===== src/hw/rtl/pse_pkg.sv =====
// Shared package for the postfix stack evaluator.
// Holds widths, token kind and error codes, and the controller/datapath structs.
// No dependencies.
`default_nettype none

package pse_pkg;

    localparam int DATA_W          = 32;
    localparam int KIND_W          = 3;
    localparam int ERR_W           = 2;
    localparam int STACK_DEPTH_DEF = 64;
    localparam int DIV_STEPS       = DATA_W;

    // Token kinds
    localparam logic [KIND_W-1:0] KIND_NUMBER = 3'd0;
    localparam logic [KIND_W-1:0] KIND_ADD    = 3'd1;
    localparam logic [KIND_W-1:0] KIND_SUB    = 3'd2;
    localparam logic [KIND_W-1:0] KIND_MUL    = 3'd3;
    localparam logic [KIND_W-1:0] KIND_DIV    = 3'd4;

    // Error and status codes
    localparam logic [ERR_W-1:0] ERR_NONE    = 2'd0;
    localparam logic [ERR_W-1:0] ERR_UNDER   = 2'd1;
    localparam logic [ERR_W-1:0] ERR_OVER    = 2'd2;
    localparam logic [ERR_W-1:0] ERR_DIVZERO = 2'd3;

    // Commands from controller to datapath
    typedef struct packed {
        logic             ld_tok;
        logic             push;
        logic             err_we;
        logic [ERR_W-1:0] err_code;
        logic             rd_req;
        logic             alu_wr;
        logic             div_start;
        logic             div_wr;
        logic             emit;
    } t_cmd;

    // Status from datapath to controller
    typedef struct packed {
        logic [KIND_W-1:0] kind;
        logic              last;
        logic              err_set;
        logic              sp_full;
        logic              sp_lt2;
        logic              top_zero;
        logic              div_done;
        logic              out_free;
    } t_sts;

endpackage

`default_nettype wire


===== src/hw/rtl/pse_div.sv =====
// Iterative signed divider, one quotient bit per cycle, truncating toward zero.
// Depends on pse_pkg.
`default_nettype none

module pse_div (
    input  wire logic                       i_clk,
    input  wire logic                       i_rst_n,
    input  wire logic                       i_start,
    input  wire logic [pse_pkg::DATA_W-1:0] i_dividend,
    input  wire logic [pse_pkg::DATA_W-1:0] i_divisor,
    output logic      [pse_pkg::DATA_W-1:0] o_quotient,
    output logic                            o_done
);

    localparam int CNT_W = $clog2(pse_pkg::DIV_STEPS + 1);
    localparam int W     = pse_pkg::DATA_W;

    logic [W-1:0]     r_quo;
    logic [W:0]       r_rem;
    logic [W-1:0]     r_div;
    logic             r_neg;
    logic [CNT_W-1:0] r_cnt;

    logic [W-1:0]     w_abs_n;
    logic [W-1:0]     w_abs_d;
    logic [W:0]       w_shift;
    logic [W+1:0]     w_diff;

    // Take magnitudes; the most negative value maps to its unsigned magnitude
    assign w_abs_n = i_dividend[W-1] ? (~i_dividend + 1'b1) : i_dividend;
    assign w_abs_d = i_divisor[W-1]  ? (~i_divisor + 1'b1)  : i_divisor;

    // Restoring step: shift in next dividend bit, try subtracting the divisor
    assign w_shift = {r_rem[W-1:0], r_quo[W-1]};
    assign w_diff  = {1'b0, w_shift} - {2'b00, r_div};

    // Control: step counter
    always_ff @(posedge i_clk) begin
        if (!i_rst_n) begin
            r_cnt <= '0;
        end else if (i_start) begin
            r_cnt <= CNT_W'(pse_pkg::DIV_STEPS);
        end else if (r_cnt != '0) begin
            r_cnt <= r_cnt - 1'b1;
        end
    end

    // Datapath: remainder and quotient shift registers
    always_ff @(posedge i_clk) begin
        if (i_start) begin
            r_quo <= w_abs_n;
            r_rem <= '0;
            r_div <= w_abs_d;
            r_neg <= i_dividend[W-1] ^ i_divisor[W-1];
        end else if (r_cnt != '0) begin
            if (!w_diff[W+1]) begin
                r_rem <= w_diff[W:0];
                r_quo <= {r_quo[W-2:0], 1'b1};
            end else begin
                r_rem <= w_shift;
                r_quo <= {r_quo[W-2:0], 1'b0};
            end
        end
    end

    // Restore the sign; minus one into the most negative value wraps
    assign o_quotient = r_neg ? (~r_quo + 1'b1) : r_quo;
    assign o_done     = (r_cnt == '0);

endmodule

`default_nettype wire


===== src/hw/rtl/pse_ctrl.sv =====
// Controller state machine for the postfix stack evaluator.
// Sequences token decode, stack read, arithmetic, division and result request.
// Depends on pse_pkg.
`default_nettype none

module pse_ctrl (
    input  wire logic          i_clk,
    input  wire logic          i_rst_n,
    input  wire logic          i_tok_valid,
    output logic               o_tok_ready,
    input  wire pse_pkg::t_sts i_sts,
    output pse_pkg::t_cmd      o_cmd
);

    typedef enum logic [2:0] {
        ST_IDLE,
        ST_DECODE,
        ST_READ,
        ST_DIV,
        ST_FINISH
    } t_state;

    t_state r_state;
    t_state n_state;
    logic   r_ready;

    // Next state and commands
    always_comb begin
        n_state = r_state;
        o_cmd   = '0;
        case (r_state)
            ST_IDLE: begin
                if (r_ready && i_tok_valid) begin
                    o_cmd.ld_tok = 1'b1;
                    n_state      = ST_DECODE;
                end
            end
            ST_DECODE: begin
                n_state = ST_FINISH;
                if (!i_sts.err_set) begin
                    if (i_sts.kind == pse_pkg::KIND_NUMBER) begin
                        if (i_sts.sp_full) begin
                            o_cmd.err_we   = 1'b1;
                            o_cmd.err_code = pse_pkg::ERR_OVER;
                        end else begin
                            o_cmd.push = 1'b1;
                        end
                    end else if (i_sts.kind inside
                                 {[pse_pkg::KIND_ADD:pse_pkg::KIND_DIV]}) begin
                        if (i_sts.sp_lt2) begin
                            o_cmd.err_we   = 1'b1;
                            o_cmd.err_code = pse_pkg::ERR_UNDER;
                        end else begin
                            o_cmd.rd_req = 1'b1;
                            n_state      = ST_READ;
                        end
                    end
                end
            end
            ST_READ: begin
                n_state = ST_FINISH;
                if (i_sts.kind == pse_pkg::KIND_DIV) begin
                    if (i_sts.top_zero) begin
                        o_cmd.err_we   = 1'b1;
                        o_cmd.err_code = pse_pkg::ERR_DIVZERO;
                    end else begin
                        o_cmd.div_start = 1'b1;
                        n_state         = ST_DIV;
                    end
                end else begin
                    o_cmd.alu_wr = 1'b1;
                end
            end
            ST_DIV: begin
                if (i_sts.div_done) begin
                    o_cmd.div_wr = 1'b1;
                    n_state      = ST_FINISH;
                end
            end
            ST_FINISH: begin
                // For a last token, hold until the output register can take the result request
                if (!i_sts.last) begin
                    n_state = ST_IDLE;
                end else if (i_sts.out_free) begin
                    o_cmd.emit = 1'b1;
                    n_state    = ST_IDLE;
                end
            end
            default: begin
                n_state = ST_IDLE;
            end
        endcase
    end

    // State and registered ready
    always_ff @(posedge i_clk) begin
        if (!i_rst_n) begin
            r_state <= ST_IDLE;
            r_ready <= 1'b0;
        end else begin
            r_state <= n_state;
            r_ready <= (n_state == ST_IDLE);
        end
    end

    assign o_tok_ready = r_ready;

endmodule

`default_nettype wire


===== src/hw/rtl/pse_dp.sv =====
// Datapath for the postfix stack evaluator: token register, stack memory,
// top-of-stack register, add/sub/mul unit, divider and output register.
// Depends on pse_pkg and pse_div.
`default_nettype none

module pse_dp #(
    parameter int STACK_DEPTH = pse_pkg::STACK_DEPTH_DEF
) (
    input  wire logic                       i_clk,
    input  wire logic                       i_rst_n,
    input  wire pse_pkg::t_cmd              i_cmd,
    output pse_pkg::t_sts                   o_sts,
    input  wire logic [pse_pkg::KIND_W-1:0] i_kind,
    input  wire logic [pse_pkg::DATA_W-1:0] i_value,
    input  wire logic                       i_last,
    output logic                            o_out_valid,
    input  wire logic                       i_out_ready,
    output logic      [pse_pkg::DATA_W-1:0] o_answer,
    output logic      [pse_pkg::ERR_W-1:0]  o_status
);

    localparam int W     = pse_pkg::DATA_W;
    localparam int SP_W  = $clog2(STACK_DEPTH + 1);
    localparam int IDX_W = $clog2(STACK_DEPTH);

    // Stack memory holds every entry below the top
    logic [W-1:0] r_mem [STACK_DEPTH];

    logic [pse_pkg::KIND_W-1:0] r_kind;
    logic [W-1:0]               r_value;
    logic                       r_last;
    logic [SP_W-1:0]            r_sp;
    logic [pse_pkg::ERR_W-1:0]  r_err;
    logic [W-1:0]               r_top;
    logic [W-1:0]               r_rd;
    logic                       r_out_valid;
    logic [W-1:0]               r_answer;
    logic [pse_pkg::ERR_W-1:0]  r_status;

    logic [SP_W-1:0]  w_sp_m1;
    logic [SP_W-1:0]  w_sp_m2;
    logic [2*W-1:0]   w_prod;
    logic [W-1:0]     w_alu;
    logic [W-1:0]     w_quo;
    logic             w_div_done;

    assign w_sp_m1 = r_sp - 1'b1;
    assign w_sp_m2 = r_sp - SP_W'(2);
    assign w_prod  = r_rd * r_top;

    // Second-from-top op top
    always_comb begin
        case (r_kind)
            pse_pkg::KIND_ADD: w_alu = r_rd + r_top;
            pse_pkg::KIND_SUB: w_alu = r_rd - r_top;
            pse_pkg::KIND_MUL: w_alu = w_prod[W-1:0];
            default:           w_alu = r_top;
        endcase
    end

    pse_div u_div (
        .i_clk      (i_clk),
        .i_rst_n    (i_rst_n),
        .i_start    (i_cmd.div_start),
        .i_dividend (r_rd),
        .i_divisor  (r_top),
        .o_quotient (w_quo),
        .o_done     (w_div_done)
    );

    // Latch the token on request
    always_ff @(posedge i_clk) begin
        if (i_cmd.ld_tok) begin
            r_kind  <= i_kind;
            r_value <= i_value;
            r_last  <= i_last;
        end
    end

    // Stack memory: spill the old top on push, read second entry on request
    always_ff @(posedge i_clk) begin
        if (i_cmd.push && (r_sp != '0)) begin
            r_mem[w_sp_m1[IDX_W-1:0]] <= r_top;
        end
        if (i_cmd.rd_req) begin
            r_rd <= r_mem[w_sp_m2[IDX_W-1:0]];
        end
    end

    // Top of stack
    always_ff @(posedge i_clk) begin
        if (i_cmd.push) begin
            r_top <= r_value;
        end else if (i_cmd.alu_wr) begin
            r_top <= w_alu;
        end else if (i_cmd.div_wr) begin
            r_top <= w_quo;
        end
    end

    // Stack pointer and sticky error; clear both when the result goes out
    always_ff @(posedge i_clk) begin
        if (!i_rst_n) begin
            r_sp  <= '0;
            r_err <= pse_pkg::ERR_NONE;
        end else if (i_cmd.emit) begin
            r_sp  <= '0;
            r_err <= pse_pkg::ERR_NONE;
        end else begin
            if (i_cmd.push) begin
                r_sp <= r_sp + 1'b1;
            end else if (i_cmd.alu_wr || i_cmd.div_wr) begin
                r_sp <= w_sp_m1;
            end
            if (i_cmd.err_we) begin
                r_err <= i_cmd.err_code;
            end
        end
    end

    // Output register
    always_ff @(posedge i_clk) begin
        if (!i_rst_n) begin
            r_out_valid <= 1'b0;
        end else if (i_cmd.emit) begin
            r_out_valid <= 1'b1;
        end else if (i_out_ready) begin
            r_out_valid <= 1'b0;
        end
    end

    always_ff @(posedge i_clk) begin
        if (i_cmd.emit) begin
            if (r_err != pse_pkg::ERR_NONE) begin
                r_answer <= '0;
                r_status <= r_err;
            end else if (r_sp == '0) begin
                r_answer <= '0;
                r_status <= pse_pkg::ERR_UNDER;
            end else begin
                r_answer <= r_top;
                r_status <= pse_pkg::ERR_NONE;
            end
        end
    end

    // Status to the controller
    always_comb begin
        o_sts          = '0;
        o_sts.kind     = r_kind;
        o_sts.last     = r_last;
        o_sts.err_set  = (r_err != pse_pkg::ERR_NONE);
        o_sts.sp_full  = (r_sp == SP_W'(STACK_DEPTH));
        o_sts.sp_lt2   = (r_sp < SP_W'(2));
        o_sts.top_zero = (r_top == '0);
        o_sts.div_done = w_div_done;
        o_sts.out_free = !r_out_valid || i_out_ready;
    end

    assign o_out_valid = r_out_valid;
    assign o_answer    = r_answer;
    assign o_status    = r_status;

endmodule

`default_nettype wire


===== src/hw/rtl/postfix_stack_evaluator_unit.sv =====
// Postfix stack evaluator: one token per request, result on the last token.
// Tokens do not overlap: ready returns only after a token has been through decode, a
// stack read for add/sub/mul/div and the 32-step divider for a divide. A number, an
// unused kind or a token that is ignored or fails in decode skips the read; a divide by
// zero skips the divider. A last token's result also waits while the output is stalled.
// Reset (synchronous, active low) empties the stack and clears the error; memory is kept.
`default_nettype none

module postfix_stack_evaluator_unit #(
    parameter int STACK_DEPTH = pse_pkg::STACK_DEPTH_DEF
) (
    input  wire logic                              i_clk,
    input  wire logic                              i_rst_n,
    input  wire logic                              s_axis_tvalid,
    output logic                                   s_axis_tready,
    input  wire logic signed [pse_pkg::DATA_W-1:0] s_axis_tdata,  // [31:0] operand_value
    input  wire logic        [pse_pkg::KIND_W-1:0] s_axis_tuser,  // [2:0] req_type
    input  wire logic                              s_axis_tlast,  // last_token
    output logic                                   m_axis_tvalid,
    input  wire logic                              m_axis_tready,
    output logic signed      [pse_pkg::DATA_W-1:0] m_axis_tdata,  // [31:0] answer
    output logic             [pse_pkg::ERR_W-1:0]  m_axis_tuser   // [1:0] status
);

    pse_pkg::t_cmd w_cmd;
    pse_pkg::t_sts w_sts;

    pse_ctrl u_ctrl (
        .i_clk       (i_clk),
        .i_rst_n     (i_rst_n),
        .i_tok_valid (s_axis_tvalid),
        .o_tok_ready (s_axis_tready),
        .i_sts       (w_sts),
        .o_cmd       (w_cmd)
    );

    pse_dp #(
        .STACK_DEPTH (STACK_DEPTH)
    ) u_dp (
        .i_clk       (i_clk),
        .i_rst_n     (i_rst_n),
        .i_cmd       (w_cmd),
        .o_sts       (w_sts),
        .i_kind      (s_axis_tuser),
        .i_value     (s_axis_tdata),
        .i_last      (s_axis_tlast),
        .o_out_valid (m_axis_tvalid),
        .i_out_ready (m_axis_tready),
        .o_answer    (m_axis_tdata),
        .o_status    (m_axis_tuser)
    );

endmodule

`default_nettype wire


===== config.mk =====
export PLATFORM = sky130hd
export DESIGN_NAME = postfix_stack_evaluator_unit
export DESIGN_NICKNAME = d
export VERILOG_FILES = /design/src/hw/rtl/pse_pkg.sv /design/src/hw/rtl/pse_div.sv /design/src/hw/rtl/pse_ctrl.sv /design/src/hw/rtl/pse_dp.sv /design/src/hw/rtl/postfix_stack_evaluator_unit.sv
export SDC_FILE = /design/constraint.sdc
export NUM_CORES = 2
export LEC_CHECK = 0
export BUFFER_PORTS_ARGS = -buffer_cell sky130_fd_sc_hd__buf_2
export CAP_MARGIN = 20
export CORE_MARGIN = 2
export CORE_UTILIZATION = 50
export CTS_BUF_LIST = sky130_fd_sc_hd__clkbuf_8
export CTS_CLUSTER_SIZE = 30
export DETAILED_ROUTE_END_ITERATION = 16
export GPL_ROUTABILITY_DRIVEN = 0
export PLACE_DENSITY_LB_ADDON = 0.08
export SLEW_MARGIN = 0
export SYNTH_ARGS = -nofsm -noshare
export SYNTH_HDL_FRONTEND = slang
export SYNTH_SLANG_ARGS = --single-unit
export TNS_END_PERCENT = 100

===== constraint.sdc =====
create_clock -name i_clk -period 9.4 [get_ports i_clk]
set_clock_uncertainty 0.05 [all_clocks]
set_input_delay 0 -clock i_clk [delete_from_list [all_inputs] [get_ports i_clk]]
set_output_delay 0 -clock i_clk [all_outputs]
set_load 0.02 [all_outputs]

Word-level counts from Yosys, hierarchy flattened. Memory sizes are Yosys's and may differ from the RTL's. A register that Yosys moved wholly into a read port is not among the register bits. Cells that the tools add are included. Widths: inputs -> output; s select.

Flip-flop bits (word level): 219. Bits in writable memories: 2048. Input bits: 40. Output and inout bits: 36. Logic and storage cells: 128. Memories: 1.

Add/subtract/negate cells: 10. $mul: 1. $lt $le $gt $ge: 3. Equal/unequal tests: 10. Muxes and demuxes: 57. Bitwise gates (word level): 5. Reduce and logical (&&, ||, !) cells: 23.

Memory list: u_dp.r_mem (words 64, width 32, read ports 1, clocked after Yosys merged registers in 1, write ports 1, line pse_dp.sv:27) `logic [W-1:0] r_mem [STACK_DEPTH];`.

Operators with widths (count): $mux 32 (8); $add 32x1->32 const B (3); $not 32->32 (3); $pmux 32 s3 (1); $mux 3 (15); $sub 33x32->34 (1); $add 32x32->32 (1); $logic_not 32->1 (1); $mul 32x32->32 (1); $sub 32x32->32 (1); $mux 31 (1); $mux 1 (22); $pmux 3 s5 (1); $mux 7 (2); $eq 3x2->1 const B (4); $mux 6 (2); $logic_not 3->1 (3); $reduce_bool 2->1 (4); $add 7x1->7 const B (1); $eq 7x7->1 const B (1); $logic_not 7->1 (1); $lt 7x2->1 const B (1); $reduce_bool 7->1 (1); $sub 7x1->7 const B (1); 21 further kinds (29).

Logic depth before layout (Yosys ltp).
Word-level depth: 9. Gate-level depth with buffers: 28. Mapped depth without buffers: 26.

Hierarchy. A second synthesis with hierarchy kept.

Cells, all modules: 6434. Area total of the unflattened synthesis: 109591.4 um2.

Modules (own cells, without submodules): pse_dp (times used 1, cells an instance 5486, area an instance 101509.9 um2, seq. area each 65723.0 um2); pse_div (times used 1, cells an instance 902, area an instance 7698.6 um2, seq. area each 2712.6 um2); pse_ctrl (times used 1, cells an instance 46, area an instance 382.9 um2, seq. area each 80.1 um2).

Least setup slack after synthesis. Ideal clock, no wire load.

Path type: register to register. From: reg u_dp.r_top[8]. To: reg u_dp.r_top[31] (data pin). Setup time: 0.278 ns. Arrival: 7.408 ns. Required time: 9.072 ns. Setup slack: 1.664 ns. Cell stages (with the launch flop): 27. Buffers on the path: 2. Clock period less this slack: 7.736 ns. Path through: edfxtp_1 clkbuf_1 clkbuf_1 nand2_1 fa_1 inv_1 fa_1 fa_1 inv_1 fa_1 inv_1 fa_1 inv_1 fa_1 inv_1 fa_1 fa_1 ha_1 a21oi_1 o21ai_0 o31ai_1 a21oi_1 a31o_2 nand4_1 a21oi_1 xnor2_1 a211oi_1.

Cells in the longest elaborated chain, start to end: 4. Elaborated cells on any way between the ends: 6. Those cells by class: 2 x add/sub; 1 x mul; 3 x mux.

Ends and longest elaborated chain: start: declaration (line pse_dp.sv:34) `logic [W-1:0] r_top;`; start signal: assignment (line pse_dp.sv:93) `r_top <= r_value;`; start signal: assignment (line pse_dp.sv:95) `r_top <= w_alu;`; start signal: assignment (line pse_dp.sv:97) `r_top <= w_quo;`; $mul 32x32->32, or another cell as far along (line pse_dp.sv:49) `assign w_prod = r_rd * r_top;`; $pmux 32 s3 * (line pse_dp.sv:53) `case (r_kind)`; $mux 32 * (line pse_dp.sv:94) `end else if (i_cmd.alu_wr) begin`; $mux 32 * (line pse_dp.sv:92) `if (i_cmd.push) begin`.

Mark *: on every way between the ends. The rest lies on a longest branch, timed or not. A chain may end at the register's enable or synchronous reset.

Worst setup path in the final report.
From: reg u_dp.r_rd[12] (read register of u_dp.r_mem). To: reg u_dp.r_top[31] (data pin).

Cells in the longest elaborated chain, start to end: 4. Elaborated cells on any way between the ends: 6. Those cells by class: 2 x add/sub; 1 x mul; 3 x mux.

Ends and longest elaborated chain: start: declaration (line pse_dp.sv:35) `logic [W-1:0] r_rd;`; $mul 32x32->32, or another cell as far along (line pse_dp.sv:49); $pmux 32 s3 * (line pse_dp.sv:53); $mux 32 * (line pse_dp.sv:94); $mux 32 * (line pse_dp.sv:92).

Marked as above.

==> results.md <==
- Final total power: 24.8 mW
- Setup WS pre-CTS: 1590 ps
- YS warnings: 0
- Register area share after synthesis: 62.9%
- Vias: 60,886
- # IOs: 76
- Nets: 7,445
- # Post-CTS Setup Buffers: 0
- Worst-path cell chain: and2_1 > fa_1 > fa_1 > fa_1 > inv_1 > fa_1 > inv_1 > fa_1 > inv_1 > fa_1 > inv_1 > fa_1 > fa_1 > ha_1 > a21oi_1 > o21ai_0 > o31ai_1 > a21oi_1 > a31o_2 > nand4_1 > a21oi_1 > xnor2_1 > a211oi_1
- Clock buffer count from CTS: 388
- Vias in the first global route: 62,314
- Pin count of the biggest net entering global routing: 112
- Fmax achieved: 127 MHz
- Flops & latches, synth: 2,299
- CTS sink count: 2,299
- Synth cell types: 85
- HPWL Detailed: 186,000 um
- Worst path bufs/invs: 4
- Avg WL per Cell: 31.6 um
- Worst r2r src: u_dp.r_rd[12]
- Post-synth EDFFs: 2,247
- Reg2reg end: u_dp.r_top[31]
- Final Cell Area: 122,000 um2
- Critical path fanouts, max: 24
- DIE HEIGHT: 471 um
- Cells after Synth: 6,387
- PwrDens: 204 nW/um2
- Hold slack: 69.8 ps
- Worst R2R Path Depth: 23
- Final core utilization: 56.0%
- Post-Syn Nets: 7,034
- Critical path class: reg -> reg
- Reg2reg setup slack: 1530 ps
- Sum Neg Setup Slack: 0 ps
- Layout cell share with drive strength beyond 1: 21.5%
- Resized Gates After CTS: 0
- Hold Crit Depth: 3
- CP Capture Type: flip-flop
- # placed instances: 9,183
- Buffers on Ports: 75
- Global-route wire length before repair: 450,000 um
- Synth Flop Type: edfxtp_1
- Startpoint types: flip-flop
- Clock latency on the worst-skew pair: 1120 ps
- Row Count: 171
- DRC errors left: 0
- Crit path max-delay cell type: edfxtp_1
- Setup-failing EPs final: 0
- Dpl cell area: 114,000 um2
- Max Cap Viol: 0
- Status: completed
- Async S/R FF share, synth: 0%
- Hold Startpoint: s_axis_tdata[17]
- Worst EP required: 10,150 ps
- Starting Density: 50.2%
- Cell Area, Synth: 109,000 um2
- Initial antenna violation count: 22
- Worst-margin pin slew: 1220 ps
- Area growth syn-to-layout: 11.5%
- Crit-path leading delay family: adder cells
- Hold Crit Class: in -> reg
- Static leakage: 41.6 nW
- Final count of hold timing violations: 0
- Final non-filler cell total: 9,953
- Die area: 222,000 um2
- Grt ovf: 0
- Hold-fix buffers, CTS: 78
- All-Layer GR Usage: 28.6%
- CTS tree: yes
- DRT iter0 DRCs: 6,714
- Die Wd: 471 um
- Root Buffer: clkbuf_8
- Slew Limit Fails: 0
- Vias per cell: 6.12
- TritonRoute pass-1 iters: 6
- Final WL: 315,000 um
- Core ar.: 217,000 um2
- Peak per-stage delay on the critical path: 1160 ps
- Clock buffer depth: 4
- Detail Route Antenna Nets: 0
- RSZ-0062 raised after global routing: false
- Hold endpoint: u_dp.r_value[17]
- Max transition margin: 18.4%
- Final worst slack: 1530 ps
- Arr. time, crit path: 8620 ps
- Worst-path clk slew: 60 ps
- H-tree depth: 5
- Minimum clock period: 7870 ps
- Crit path top cell by count: fa_1
- Tcrit/Tclk final: 83.7%
- Worst VDD drop: 0.000168 V
- Syn Area/Cell: 17.1 um2
## per-layer routing
layer	vias to the layer above	share of wire, %	GRT usage (%)
met1	32489	41	40.6
met5	-	0.0054	0
met3	528	7.8	4.67
li1	25079	-	-
met4	2	3.6	10.5
met2	2788	47	44.9
## sequential cells by signal (all words and copies together) (netlist names), 6 cells and up
signal,count
u_dp.r_sp,7
u_dp.r_rd,32
u_dp.u_div.r_quo,32
u_dp.u_div.r_cnt,6
u_dp.r_mem,2048
u_dp.r_top,32
u_dp.u_div.r_div,32
u_dp.o_answer,32
u_dp.r_value,32
u_dp.u_div.r_rem,32
## worst max-delay path by stage
stage                     cells after the start        endpoint     startpoint  slack, ps
after floorplan                              26  u_dp.r_top[31]  u_dp.r_top[8]       1660
after global placement                       23  u_dp.r_top[31]  u_dp.r_rd[12]       1610
after detailed placement                     23  u_dp.r_top[31]  u_dp.r_rd[12]       1590
after CTS                                    23  u_dp.r_top[31]  u_dp.r_rd[12]       1610
after global routing                         23  u_dp.r_top[31]  u_dp.r_rd[12]       1240
final                                        23  u_dp.r_top[31]  u_dp.r_rd[12]       1530
## cell usage in the layout, fill, tap and decap left out, types with 28 or more instances in the layout
cell              n
and2_1          341
mux4_2          658
nor2_4           67
nand3_1          35
a21o_1           33
edfxtp_1       2247
clkinv_1         97
a21oi_1         140
nand2_1         430
dlygate4sd3_1    78
ha_1            196
o22ai_1          28
nor2_1          128
xor2_1          103
fa_1            410
clkinv_2         43
o21ai_0          84
nor3_1           36
o21ai_1          70
dfxtp_1          50
clkbuf_8        390
a211oi_1         32
inv_1           555
o31ai_1          49
buf_4           208
xnor2_1         152
buf_2            76
## Yosys cell counts (6+ instances only)
master	count	share of area, %
edfxtp_1	2247	62
mux4_2	658	14
inv_1	441	1.5
nand2_1	430	1.5
fa_1	410	7.5
and2_1	341	2.0
clkbuf_1	241	0.83
ha_1	197	2.3
nor2_1	194	0.67
xnor2_1	153	1.2
a21oi_1	141	0.65
xor2_1	105	0.84
o21ai_0	84	0.39
buf_1	71	0.24
o21ai_1	70	0.32
dfxtp_1	52	0.96
o31ai_1	49	0.34
nor3_1	37	0.17
nand3_1	35	0.16
a21o_1	33	0.23
buf_2	33	0.15
a211oi_1	32	0.22
nor2b_1	28	0.16
o22ai_1	28	0.16
o21a_1	24	0.17
mux2i_1	21	0.19
a31oi_1	20	0.11
nand2b_1	19	0.11
or3_1	18	0.10
nor4_1	14	0.080
a221oi_1	9	0.072
o41ai_1	9	0.072
or4_1	9	0.062
a211o_1	8	0.064
and3_1	8	0.046
nand4_1	8	0.046
o211ai_1	7	0.048
or2_2	7	0.040
a21boi_0	6	0.041
nand3b_1	6	0.041
o21bai_1	6	0.041
## logic make-up (layout without fill, tap and decap cells)
family	after synthesis	after routing	share of synthesized area, %
flip-flops	2299	2299	62.9
buffers and inverters	794	1487	2.80
other	0	19	0
multiplexers	682	682	13.8
AND/OR/NAND/NOR	1182	1182	5.37
XOR/XNOR	258	258	2.07
adder cells (fa/ha/maj)	607	607	9.79
AO/OA/AOI/OAI	565	565	3.26
## report_power, final
part	internal [mW]	switching [mW]
registers	11.4	0.192
logic	2.06	3.00
clock network	4.15	4.01
total	17.6	7.20
## worst min-delay path, stage by stage
cell and delay [ps]:
dlygate4sd3_1 510, buf_2 90, dlygate4sd3_1 530
## cell type report
| cell class | count | area [um2] |
|---|---|---|
| Timing Repair Buffer | 371 | 2920 |
| Fill cell | 17053 | 95400 |
| Clock inverter | 282 | 1480 |
| Clock buffer | 390 | 5370 |
| Multi-Input combinational cell | 3294 | 38000 |
| Antenna cell | 19 | 47.5 |
| Tap cell | 2854 | 3570 |
| Inverter | 444 | 1670 |
| Sequential cell | 2299 | 68500 |
Power figures use the tool's default switching activity.
